==> src/design/aag_pkg.sv <==
// Shared constants and types for the allocation alignment selector.
// Used by aag_div, allocation_alignment_select and aag_checker; no dependencies.
`timescale 1ns / 1ps
`default_nettype none

package aag_pkg;

    // Port widths, fixed by the transaction fields
    localparam int SIZE_W  = 48;
    localparam int REQ_W   = 20;
    localparam int OUT_W   = 48;

    // Operand width of the shared divider: every gcd operand stays below 2^32
    localparam int DIV_W   = 32;
    localparam int PROD_W  = 2 * DIV_W;

    localparam logic [OUT_W-1:0] MASK48 = {OUT_W{1'b1}};

    // Default alignment parameters
    localparam int unsigned DEF_WORD_ALIGN     = 64;
    localparam int unsigned DEF_PAGE_ALIGN_MAX = 2 * 1024 * 1024;
    localparam int unsigned DEF_SIZE_FACTOR    = 8;
    localparam int unsigned DEF_POINTER_BYTES  = 8;

    typedef struct packed {
        logic             start;
        logic [DIV_W-1:0] dividend;
        logic [DIV_W-1:0] divisor;
    } t_div_req;

    typedef struct packed {
        logic             done;
        logic [DIV_W-1:0] quot;
        logic [DIV_W-1:0] rem;
    } t_div_rsp;

endpackage

`default_nettype wire

==> src/design/allocation_alignment_select.sv <==
// When no lcm is needed the result passes through S_FIN to the output register. Each
// lcm runs Euclid on the shared 32-bit divider, one divide per remainder step, then
// one more divide, a multiply and a saturate. The large tier with a nonzero request
// chains two lcms. Throughput: one transaction at a time; o_stall is high from accept
// until the result is registered.
// Reset: synchronous, active low; clears the sequencer and the output valid.
`timescale 1ns / 1ps
`default_nettype none

module allocation_alignment_select #(
    parameter int unsigned WORD_ALIGN     = aag_pkg::DEF_WORD_ALIGN,
    parameter int unsigned PAGE_ALIGN_MAX = aag_pkg::DEF_PAGE_ALIGN_MAX,
    parameter int unsigned SIZE_FACTOR    = aag_pkg::DEF_SIZE_FACTOR,
    parameter int unsigned POINTER_BYTES  = aag_pkg::DEF_POINTER_BYTES
) (
    input  wire logic                       i_clk,
    input  wire logic                       i_rst_n,
    input  wire logic                       i_valid,
    output logic                            o_stall,
    input  wire logic [aag_pkg::SIZE_W-1:0] i_request_size,
    input  wire logic [aag_pkg::REQ_W-1:0]  i_requested_align,
    output logic                            o_valid,
    input  wire logic                       i_stall,
    output logic [aag_pkg::OUT_W-1:0]       o_chosen_align
);
    import aag_pkg::*;

    localparam longint unsigned BIG_L = longint'(SIZE_FACTOR) * longint'(PAGE_ALIGN_MAX);
    localparam longint unsigned MID_L = longint'(SIZE_FACTOR) * longint'(WORD_ALIGN);
    localparam logic [SIZE_W-1:0] BIG_TH = SIZE_W'(BIG_L);
    localparam logic [SIZE_W-1:0] MID_TH = SIZE_W'(MID_L);
    localparam logic [DIV_W-1:0]  WA     = DIV_W'(WORD_ALIGN);
    localparam logic [DIV_W-1:0]  PA     = DIV_W'(PAGE_ALIGN_MAX);
    localparam logic [DIV_W-1:0]  PB     = DIV_W'(POINTER_BYTES);

    typedef enum logic [2:0] {
        S_IDLE,
        S_GCD_START,
        S_GCD_WAIT,
        S_Q_START,
        S_Q_WAIT,
        S_MUL,
        S_SAT,
        S_FIN
    } t_state;

    t_state            r_state;
    logic              r_out_valid;
    logic [OUT_W-1:0]  r_out;
    logic [OUT_W-1:0]  r_res;
    logic              r_last;
    logic [DIV_W-1:0]  r_x;
    logic [DIV_W-1:0]  r_y;
    logic [DIV_W-1:0]  r_a;
    logic [DIV_W-1:0]  r_b;
    logic [DIV_W-1:0]  r_q;
    logic [PROD_W-1:0] r_prod;

    logic              in_accept;
    logic              big;
    logic              mid;
    logic              req_zero;
    logic [DIV_W-1:0]  req_ext;
    logic [OUT_W-1:0]  lcm_val;

    t_div_req          div_req;
    t_div_rsp          div_rsp;

    aag_div u_div (
        .i_clk   (i_clk),
        .i_rst_n (i_rst_n),
        .i_req   (div_req),
        .o_rsp   (div_rsp)
    );

    always_comb begin
        in_accept = i_valid && (r_state == S_IDLE);
        big       = (i_request_size >= BIG_TH);
        mid       = (i_request_size >= MID_TH);
        req_zero  = (i_requested_align == '0);
        req_ext   = DIV_W'(i_requested_align);
        lcm_val   = (r_prod[PROD_W-1:OUT_W] != '0) ? MASK48 : r_prod[OUT_W-1:0];

        div_req.start    = ((r_state == S_GCD_START) && (r_b != '0))
                           || (r_state == S_Q_START);
        div_req.dividend = (r_state == S_Q_START) ? r_x : r_a;
        div_req.divisor  = (r_state == S_Q_START) ? r_a : r_b;
    end

    always_ff @(posedge i_clk) begin
        if (!i_rst_n) begin
            r_state     <= S_IDLE;
            r_out_valid <= 1'b0;
        end else begin
            if ((r_state == S_FIN) && (!r_out_valid || !i_stall)) begin
                r_out_valid <= 1'b1;
            end else if (o_valid && !i_stall) begin
                r_out_valid <= 1'b0;
            end
            unique case (r_state)
                S_IDLE: begin
                    if (in_accept) begin
                        if (!big && !mid) begin
                            if (req_zero) begin
                                r_res   <= OUT_W'(PB);
                                r_state <= S_FIN;
                            end else begin
                                r_x     <= req_ext;
                                r_a     <= req_ext;
                                r_y     <= PB;
                                r_b     <= PB;
                                r_last  <= 1'b1;
                                r_state <= S_GCD_START;
                            end
                        end else if (req_zero) begin
                            if (big) begin
                                r_x     <= WA;
                                r_a     <= WA;
                                r_y     <= PA;
                                r_b     <= PA;
                                r_last  <= 1'b1;
                                r_state <= S_GCD_START;
                            end else begin
                                r_res   <= OUT_W'(WA);
                                r_state <= S_FIN;
                            end
                        end else begin
                            // large tier chains a second lcm with the page alignment
                            r_x     <= req_ext;
                            r_a     <= req_ext;
                            r_y     <= WA;
                            r_b     <= WA;
                            r_last  <= !big;
                            r_state <= S_GCD_START;
                        end
                    end
                end
                S_GCD_START: begin
                    r_state <= (r_b == '0) ? S_Q_START : S_GCD_WAIT;
                end
                S_GCD_WAIT: begin
                    if (div_rsp.done) begin
                        r_a     <= r_b;
                        r_b     <= div_rsp.rem;
                        r_state <= S_GCD_START;
                    end
                end
                S_Q_START: begin
                    r_state <= S_Q_WAIT;
                end
                S_Q_WAIT: begin
                    if (div_rsp.done) begin
                        r_q     <= div_rsp.quot;
                        r_state <= S_MUL;
                    end
                end
                S_MUL: begin
                    r_prod  <= r_q * r_y;
                    r_state <= S_SAT;
                end
                S_SAT: begin
                    if (r_last) begin
                        r_res   <= lcm_val;
                        r_state <= S_FIN;
                    end else begin
                        // the word-tier lcm stays below 2^32, so no saturation here
                        r_x     <= lcm_val[DIV_W-1:0];
                        r_a     <= lcm_val[DIV_W-1:0];
                        r_y     <= PA;
                        r_b     <= PA;
                        r_last  <= 1'b1;
                        r_state <= S_GCD_START;
                    end
                end
                S_FIN: begin
                    // hold until the output register is free
                    if (!r_out_valid || !i_stall) begin
                        r_out       <= r_res;
                        r_state     <= S_IDLE;
                    end
                end
                default: begin
                    r_state <= S_IDLE;
                end
            endcase
        end
    end

    assign o_stall        = (r_state != S_IDLE);
    assign o_valid        = r_out_valid;
    assign o_chosen_align = r_out;

endmodule

`default_nettype wire

==> src/design/aag_div.sv <==
// Shared restoring divider, one quotient bit per cycle.
// Depends on aag_pkg for the operand width and request/response structs.
`timescale 1ns / 1ps
`default_nettype none

module aag_div (
    input  wire logic              i_clk,
    input  wire logic              i_rst_n,
    input  wire aag_pkg::t_div_req i_req,
    output aag_pkg::t_div_rsp      o_rsp
);
    import aag_pkg::*;

    localparam int CNT_W = $clog2(DIV_W);

    logic             r_busy;
    logic             r_done;
    logic [CNT_W-1:0] r_cnt;
    logic [DIV_W-1:0] r_rem;
    logic [DIV_W-1:0] r_quot;
    logic [DIV_W-1:0] r_dvs;

    logic [DIV_W:0]   shifted;
    logic             fits;
    logic [DIV_W-1:0] n_rem;

    always_comb begin
        shifted = {r_rem, r_quot[DIV_W-1]};
        fits    = (shifted >= {1'b0, r_dvs});
        // a failed trial leaves the top bit clear, so the low bits are the remainder
        n_rem   = fits ? DIV_W'(shifted - {1'b0, r_dvs}) : shifted[DIV_W-1:0];
    end

    always_ff @(posedge i_clk) begin
        if (!i_rst_n) begin
            r_busy <= 1'b0;
            r_done <= 1'b0;
            r_cnt  <= '0;
        end else begin
            r_done <= 1'b0;
            if (i_req.start) begin
                r_busy <= 1'b1;
                r_cnt  <= CNT_W'(DIV_W - 1);
            end else if (r_busy) begin
                if (r_cnt == '0) begin
                    r_busy <= 1'b0;
                    r_done <= 1'b1;
                end else begin
                    r_cnt <= r_cnt - 1'b1;
                end
            end
        end
    end

    always_ff @(posedge i_clk) begin
        if (i_req.start) begin
            r_rem  <= '0;
            r_quot <= i_req.dividend;
            r_dvs  <= i_req.divisor;
        end else if (r_busy) begin
            r_rem  <= n_rem;
            r_quot <= {r_quot[DIV_W-2:0], fits};
        end
    end

    assign o_rsp.done = r_done;
    assign o_rsp.quot = r_quot;
    assign o_rsp.rem  = r_rem;

endmodule

`default_nettype wire

==> config.mk <==
export PLATFORM = sky130hd
export DESIGN_NAME = allocation_alignment_select
export DESIGN_NICKNAME = d
export VERILOG_FILES = /design/src/design/aag_pkg.sv /design/src/design/allocation_alignment_select.sv /design/src/design/aag_div.sv
export SDC_FILE = /design/constraint.sdc
export NUM_CORES = 1
export LEC_CHECK = 0
export BUFFER_PORTS_ARGS = -buffer_cell sky130_fd_sc_hd__buf_2
export CAP_MARGIN = 20
export CELL_PAD_IN_SITES_DETAIL_PLACEMENT = 0
export CELL_PAD_IN_SITES_GLOBAL_PLACEMENT = 1
export CORE_UTILIZATION = 50
export DETAILED_ROUTE_END_ITERATION = 8
export GPL_ROUTABILITY_DRIVEN = 1
export GPL_TIMING_DRIVEN = 0
export PLACE_DENSITY = 0.79
export SYNTH_ARGS = -nofsm -noshare
export SYNTH_HDL_FRONTEND = slang
export SYNTH_SLANG_ARGS = --single-unit
export TNS_END_PERCENT = 30
==> constraint.sdc <==
create_clock -name i_clk -period 15.9 [get_ports i_clk]
set_input_delay 2.385 -clock i_clk [delete_from_list [all_inputs] [get_ports i_clk]]
set_output_delay 2.385 -clock i_clk [all_outputs]
set_load 0.005 [all_outputs]
# --- Word-level counts from Yosys, hierarchy flattened ---
# Cells that the tools add are included.
classes:
  n_reduce_logical: 32
  n_bitwise: 2
  muxes: 57
  multipliers: 1
  n_eq_ne: 18
  add_sub_neg: 2
  magnitude_cmp: 3
ops:
  columns: ["operator", "n"]
  rows:
  - ["$mux 32", 19]
  - ["$mux 48", 7]
  - ["$pmux 32 s3", 2]
  - ["$pmux 32 s2", 2]
  - ["$pmux 48 s2", 1]
  - ["$mul 32x32->64", 1]
  - ["$ge 48x10->1 const B", 1]
  - ["$ge 48x25->1 const B", 1]
  - ["$ge 33x32->1", 1]
  - ["$logic_not 32->1", 1]
  - ["$reduce_bool 32->1", 1]
  - ["$sub 32x32->32", 1]
  - ["$mux 3", 9]
  - ["$pmux 3 s8", 1]
  - ["$logic_not 20->1", 1]
  - ["$reduce_bool 16->1", 1]
  - ["$mux 5", 3]
  - ["$eq 3x3->1 const B", 4]
  - ["$mux 1", 12]
  - ["$reduce_and 6->1", 2]
  - ["$ne 2x2->1 const B", 5]
  - ["$reduce_and 7->1", 1]
  - ["$eq 3x2->1 const B", 2]
  - ["$ne 2x1->1 const B", 3]
  - ["other kinds (18)", 33]
totals:
  wordCells: 132
  reg_bits: 428
  output_inout_bits: 50

# --- Depth between registers and ports, before layout ---
# Gate-level depths: netlist of run 1.
logic_depth:
  depth_word: 6
  mapped_depth: 19

# --- Hierarchy ---
# A second synthesis of run 1 with hierarchy kept.
unflattened:
  cells_unflattened: 1847
  hier_area_um2: 20821.2
by_module_without_submodules:
  columns: ["mod", "area_each_um2", "cells_each", "instances", "seq_area_each_um2"]
  rows:
  - ["allocation_alignment_select", 15059.4, 1310, 1, 8338.0]
  - ["aag_div", 5761.8, 537, 1, 2702.6]

# --- Worst setup path before layout of run 1 ---
# No wires, ideal clock.
synth_timing:
  kind: "input to register"
  from: "in i_requested_align[12] (netlist bit)"
  to: "reg r_a[0] (enable)"
  setup_ns: 0.829
  slack_ns: 2.305
  required_time_ns: 15.071
  stages: 6
  arrival_ns: 12.766
  path_cell_list: "nor4_1 -> nand3_1 -> nor2_1 -> nand3_1 -> nand2_1 -> a2111oi_0"
synth_via:
  elab_chain_cells: 3
  word_cells_on_any_way: 4
synth_rtl:
  columns: ["item", "line_no", "text"]
  rows:
  - ["from (decl)", "allocation_alignment_select.sv:21", "input wire logic [aag_pkg::REQ_W-1:0] i_requested_align,"]
  - ["$logic_not 20->1 (*)", "allocation_alignment_select.sv:80", "req_zero = (i_requested_align == '0);"]
  - ["$ne 3x3->1 (no source line)", null, null]
  - ["$reduce_and 7->1 (no source line) (*)", null, null]
  - ["to (signal assigned)", "allocation_alignment_select.sv:109", "r_a <= req_ext;"]
  - ["to (signal assigned)", "allocation_alignment_select.sv:130", "r_a <= req_ext;"]
  - ["to (signal assigned)", "allocation_alignment_select.sv:143", "r_a <= r_b;"]
  - ["to (decl)", "allocation_alignment_select.sv:54", "logic [DIV_W-1:0] r_a;"]
# Mark *: on every way between the ends. The rest lies on a longest branch, timed or not.
# A chain may end at the register's enable or synchronous reset.

# --- Worst setup path after layout of run 1 ---
layout_timing:
  from: "reg r_y[3]"
  to: "reg r_prod[46] (data pin)"
layout_via:
  elab_chain_cells: 1
layout_rtl:
  columns: ["item", "line_no", "text"]
  rows:
  - ["from (decl)", "allocation_alignment_select.sv:53", "logic [DIV_W-1:0] r_y;"]
  - ["from (signal assigned)", "allocation_alignment_select.sv:110", "r_y <= PB;"]
  - ["from (signal assigned)", "allocation_alignment_select.sv:119", "r_y <= PA;"]
  - ["from (signal assigned)", "allocation_alignment_select.sv:131", "r_y <= WA;"]
  - ["$mul 32x32->64", "allocation_alignment_select.sv:158", "r_prod <= r_q * r_y;"]
  - ["to (signal assigned)", "allocation_alignment_select.sv:158", null]
  - ["to (decl)", "allocation_alignment_select.sv:57", "logic [PROD_W-1:0] r_prod;"]
# No other way between the ends.

==> results of run 1 <==
-- through the flow --
step	cell area [um2]	util (%)	setup TNS (ns)
global route	23800	57.8	0
global placement	22200	54.0	-217.71
detailed placement	22500	54.6	0
finish	23800	57.8	0
floorplan	21000	-	0
CTS	23800	57.8	0
-- final timing paths --
check / from / endpoint / slack (ns) / cells after the start
hold / removal: r_res[22] / o_chosen_align[22] / 0.41 / 0
setup / recovery: r_y[3] / r_prod[46] / 10.22 / 18
setup reg to reg: r_y[3] / r_prod[46] / 10.22 / 18
hold reg to reg: r_res[22] / o_chosen_align[22] / 0.41 / 0
-- layout make-up --
cell class	count	area [um2]
repair buffers	130	782
clock inverters	20	216
flip-flops and latches	382	11000
inverters	68	255
multi-input cells	1281	9360
fillers	3512	17300
clock buffers	54	1100
plain buffers	76	349
well taps	532	666
-- Yosys cell counts, drive strengths merged, types with 12 or more instances --
cell / instances
a21o: 59
a21oi: 112
and2: 126
buf: 14
clkbuf: 62
dfxtp: 43
edfxtp: 339
fa: 17
ha: 187
inv: 68
mux2: 35
mux2i: 58
nand2: 166
nand3: 24
nand4: 16
nor2: 110
nor3: 12
nor3b: 18
nor4: 24
o21a: 15
o21ai: 122
xnor2: 44
xor2: 22
-- where the power goes --
part | switching (mW) | internal, mW | leakage [nW]
sequential | 0.140 | 1.40 | 3.49
combinational | 0.887 | 0.559 | 6.02
clock | 0.396 | 0.552 | 0.631
total | 1.42 | 2.51 | 10.1
-- logic make-up (layout without fill, tap and decap cells) --
group / Yosys count / count (layout) / synth area share [%]
buffers and inverters: 144 / 348 / 2.88
and+or+nand+nor: 537 / 537 / 12.8
muxes: 93 / 93 / 4.65
AOI/OAI and AO/OA: 381 / 381 / 11.5
xor gates and xnor gates: 66 / 66 / 2.76
adders and majority gates: 204 / 204 / 12.8
DFF: 382 / 382 / 52.7
-- per-layer routing --
metal / routed length (um) / vias to the layer above / part of all wire (%)
met5: 0 / - / 0
met4: 1210 / 0 / 2.3
met3: 3310 / 77 / 6.3
met2: 24100 / 519 / 46
met1: 23700 / 7183 / 45
li1: - / 6944 / -
-- critical path, stage by stage, from the launching register on --
cell and delay (ns):
edfxtp_1 0.49, clkbuf_1 0.43, and2_1 0.22, ha_1 0.23, ha_1 0.28, ha_1 0.27, ha_1 0.29, ha_1 0.23
fa_1 0.43, a211oi_1 0.25, nor2_1 0.13, a31o_2 0.27, o31ai_1 0.52, a22oi_1 0.30, a311oi_1 0.39, o21bai_1 0.23
and2_1 0.20, nand2_1 0.08, mux2i_1 0.23
-- flip-flops by register name (all words and copies together), names as in the netlist --
| name | cells |
|---|---|
| r_prod | 51 |
| r_y | 3 |
| u_div.r_busy | 1 |
| u_div.r_quot | 32 |
| r_state | 3 |
| u_div.r_done | 1 |
| r_last | 1 |
| u_div.r_rem | 32 |
| u_div.r_dvs | 32 |
| o_chosen_align | 46 |
| o_valid | 1 |
| u_div.r_cnt | 5 |
| r_b | 32 |
| r_res | 46 |
| r_q | 32 |
| r_x | 32 |
| r_a | 32 |
==> impl_metrics.ini, run 1 <==
[clock_tree]
cts_buffer_depth = 3
hold_buffers = 0
clk_latency_ns = 0.56
numClockSinks = 382
path_clk_slew_ns = 0.06
cts-resized-gates = 0
cts_setup_buffers = 0
cts_buffers = 41
cts_root_buffer = clkbuf_16
cts_tree = yes
htree_levels = 2

[floorplanning]
die_y_um = 207
rows = 74
start_util_pct = 51.0
io_pins = 122
fp.dieW_um = 207
coreArea_um2 = 41100
die_area_um2 = 42700

[hold_path]
hold_class = reg2reg

[placement]
port_buffers = 112
placed_cells = 2469
hpwl_mm = 40.7
dp_worst_setup_slack_ns = 10.32
finalWeightedCongestion = 0.930

[global_route]
grt.total_usage_pct = 25.0
grtUsageMet1_pct = 35.4
met3_usage_pct = 3.38
grt_antenna_before_repair = 1
busiest_layer = met2
grt_pass1_vias = 14100
grt_pass1_wl_mm = 79.9
gr-usage-met2_pct = 40.1
grt-ovfl-total = 0
grt_max_degree = 35

[yosys]
syn-num-nets = 2083
ys_ff_latch = 382
synthArstFlopShare_pct = 0
synth-seq-area-share_pct = 52.7
syn_area_um2 = 21000
synth_edf_count = 339
syn_inst = 1807
ys_types = 80
synth_area_leaders = edfxtp_1, ha_1, dfxtp_1, and2_1, nand2_1
synth_area_per_cell_um2 = 11.6
yosys_warnings = 0
yosys.area.top_type = edfxtp_1
synth_top_area_share_pct = 48.6
synthFlopType = edfxtp_1

[drt]
drc = 0
drt-total-wl_mm = 52.3
dr.pass1.iters = 8
antenna_left = 0
vias = 14700
dr.first_iter.drc_count = 987
post_drt_via_cell_ratio = 5.79
wl_per_cell_um = 20.6

[sta]
relSlewSlack_pct = 39.7
fmax_ghz = 0.176
fin_crit_ns = 5.68
hold_viol_final = 0
fin_ws_ns = 10.22
finClkSkew_ns = 0.0277
grt_setup_unrepaired = false
final.period_utilization_pct = 35.7
maxSlewViolCount = 0
tightest_slew_ns = 0.902
hold_slack_ns = 0.415
setup-violations-final = 0

[cells_and_area]
syn_to_final_growth_pct = 13.4
drive_gt1_share_pct = 13.1
antenna_cells = 0
fin_cells = 2543
mostFrequentLayoutCell = edfxtp_1
final_cell_mix = edfxtp_1, ha_1, nand2_1, and2_1, buf_2
nets = 2256

[pwr]
leakage_nw = 10.1
ir_drop_mv = 0.101
finalPower_mw = 3.94
power_density_nw_per_um2 = 166

[critical_path]
critPathKind = reg2reg
start_kind = register
setup.worst_path.end_class = register
arrival_ns = 6.06
cp_max_fo = 10
critPathRequiredTime_ns = 16.28

[flow_run]
drv_cap = 0

[run_status]
outcome = finished, final reports clean
Note: power is estimated with default switching activity, not from simulation.
==> run 2, diff against run 1 <==
==> constraint.sdc (replaced) <==
create_clock -name i_clk -period 5.3 [get_ports i_clk]
set_input_delay 0.795 -clock i_clk [delete_from_list [all_inputs] [get_ports i_clk]]
set_output_delay 0.795 -clock i_clk [all_outputs]
set_load 0.005 [all_outputs]
==> run 2 against run 1 <==
The flow now finishes with violations (DRC). Power rose to 3.0 times the previous value. Combinational power grew to 3.0 times the previous value. Clock-buffer cell count fell by 3. Non-clock buffer count fell by 4. Register-to-register slack got worse by 10 ns. Clock skew shrank 0.017 ns. Critical endpoint is now r_prod[47]. Largest cell class unchanged. Largest power group unchanged.
==> impl_metrics.ini, run 2 (synthesized netlist as in run 1, its figures left out) <==
[cells_and_area]
syn_to_final_growth_pct = 13.4
nets = 2252
top_register = r_prod
largest_reg_flops = 51
antenna_cells = 0
fillCellCount = 3551
drive_gt1_share_pct = 13.5
mostFrequentLayoutCell = edfxtp_1
final_cell_mix = edfxtp_1, ha_1, nand2_1, and2_1, buf_2

[pwr]
internal_power_mw = 7.41
switchingPower_mw = 4.31
power_density_nw_per_um2 = 493
clockPowerShare_pct = 23.1
seq_power_share_pct = 39.4
ir_drop_mv = 0.240
swShare_pct = 36.8
comb_power_share_pct = 37.5
leakage_nw = 10.1

[clock_tree]
cts_buffers = 41
htree_levels = 2
numClockSinks = 382
clk_latency_ns = 0.56
path_clk_slew_ns = 0.06
cts_tree = yes
cts_buffer_depth = 3
cts_root_buffer = clkbuf_16

[global_route]
grt_pass1_wl_mm = 80.6
grt_pass1_vias = 14200
grt_antenna_before_repair = 2
grt.total_usage_pct = 25.3
grt-ovfl-total = 0
grt_max_degree = 35

[critical_path]
cpMaxStageDelayCell = edfxtp_1
cp_cell_sequence = clkbuf_2 > and2_1 > ha_1 > ha_1 > ha_1 > fa_1 > ha_1 > ha_1 > clkbuf_1 > nand4_1 > a21o_1 > a211o_1 > a211o_1 > a31oi_4 > nand2_1 > or3_1 > a21boi_1
cp_max_fo = 10
start_kind = register
critPathRequiredTime_ns = 5.72
path_buf_inv = 2
cpLargestDelayFamily = adder cells
setup.worst_path.end_class = register
critPathKind = reg2reg
crit_path_frequent_cell = ha_1
max_stage_delay_ns = 0.48
arrival_ns = 5.54

[placement]
hpwl_mm = 41.2
dp_worst_setup_slack_ns = -0.241
port_buffers = 112
finalWeightedCongestion = 0.863

[sta]
fin_crit_ns = 5.12
hold_viol_final = 0
grt_setup_unrepaired = true
finClkSkew_ns = 0.0105
hold_slack_ns = 0.417
final.period_utilization_pct = 96.7
fin_ws_ns = 0.177
maxSlewViolCount = 0
fmax_ghz = 0.195
relSlewSlack_pct = 40.4
setup-violations-final = 0
tightest_slew_ns = 0.891

[floorplanning]
die_area_um2 = 42700
io_pins = 122
die_y_um = 207
fp.dieW_um = 207
start_util_pct = 51.0
rows = 74
coreArea_um2 = 41100

[run_status]
violations = DRC
outcome = complete, but fails checks

[drt]
antenna_left = 0
dr.first_iter.drc_count = 1107
vias = 14600
wl_per_cell_um = 20.9
drt-total-wl_mm = 53.0
post_drt_via_cell_ratio = 5.76
drc = 4
dr.pass1.iters = 7

[flow_run]
drv_cap = 0

[hold_path]
hold_class = reg2reg
==> run 2: cell types whose count changed in the layout (fill, tap and decap cells not counted), sizes merged <==
cell,change
bufinv,-3
clkbuf,-7
clkinv,+5
clkinvlp,-2
inv,+2
==> run 2: cell type report <==
class                   instances  area (um2)  area share (%)
flip-flops and latches        382       11000            46.5
multi-input cells            1281        9420            39.6
clock buffers                  51        1090            4.61
repair buffers                127         790            3.32
well taps                     532         666            2.80
plain buffers                  75         350            1.47
inverters                      68         255            1.07
clock inverters                22         148           0.621
==> run 2: power groups by stage <==
| stage | Sequential [mW] | Combinational [mW] | Clock [mW] |
|---|---|---|---|
| 2_1_floorplan | 4.49 | 3.13 | 0 |
| 3_3_place_gp | 4.70 | 4.15 | 0 |
| 3_5_place_dp | 4.67 | 4.35 | 0 |
| 4_1_cts | 4.62 | 4.39 | 2.75 |
| 5_1_grt | 4.67 | 4.87 | 2.85 |
| 6_report | 4.62 | 4.39 | 2.70 |
==> run 2: final timing paths <==
| kind | from | end | depth (start not counted) | slack (ns) |
|---|---|---|---|---|
| worst min-delay path | r_res[28] | o_chosen_align[28] | 0 | 0.42 |
| worst max register to register | r_y[3] | r_prod[47] | 17 | 0.18 |
| worst max-delay path | r_y[3] | r_prod[47] | 17 | 0.18 |
| worst min register to register | r_res[28] | o_chosen_align[28] | 0 | 0.42 |
==> run 2: timing repair <==
item / 4_1_cts / 5_1_grt
pin swaps: 0 / 2
endpoints found under the hold margin: 0 / 0
hold buffers: 0 / 0
gates resized for setup: 7 / 7
setup endpoints to repair: 9 / 13
setup buffers: 0 / 2
==> run 2: per-stage QoR <==
stage	TNS (ns)	util (%)	std cells	total power [mW]	instance area (um2)
after floorplan	0	-	1807	7.63	21000
after global placement	-40.37	54.0	2451	8.85	22200
after detailed placement	-1.30	54.6	2464	9.03	22500
after CTS	0	57.7	2537	11.8	23700
after global routing	-0.0785	57.8	2538	12.4	23800
final	0	57.8	2538	11.7	23800
==> run 2: routing by layer <==
metal	vias to the layer above	GRT usage [%]	part of all wire, %	routed length, um
li1	6945	-	-	-
met1	7149	34.7	45	23700
met2	437	41.2	47	24800
met3	82	3.92	5.7	3000
met4	0	8.39	2.7	1450
met5	-	0	0	0
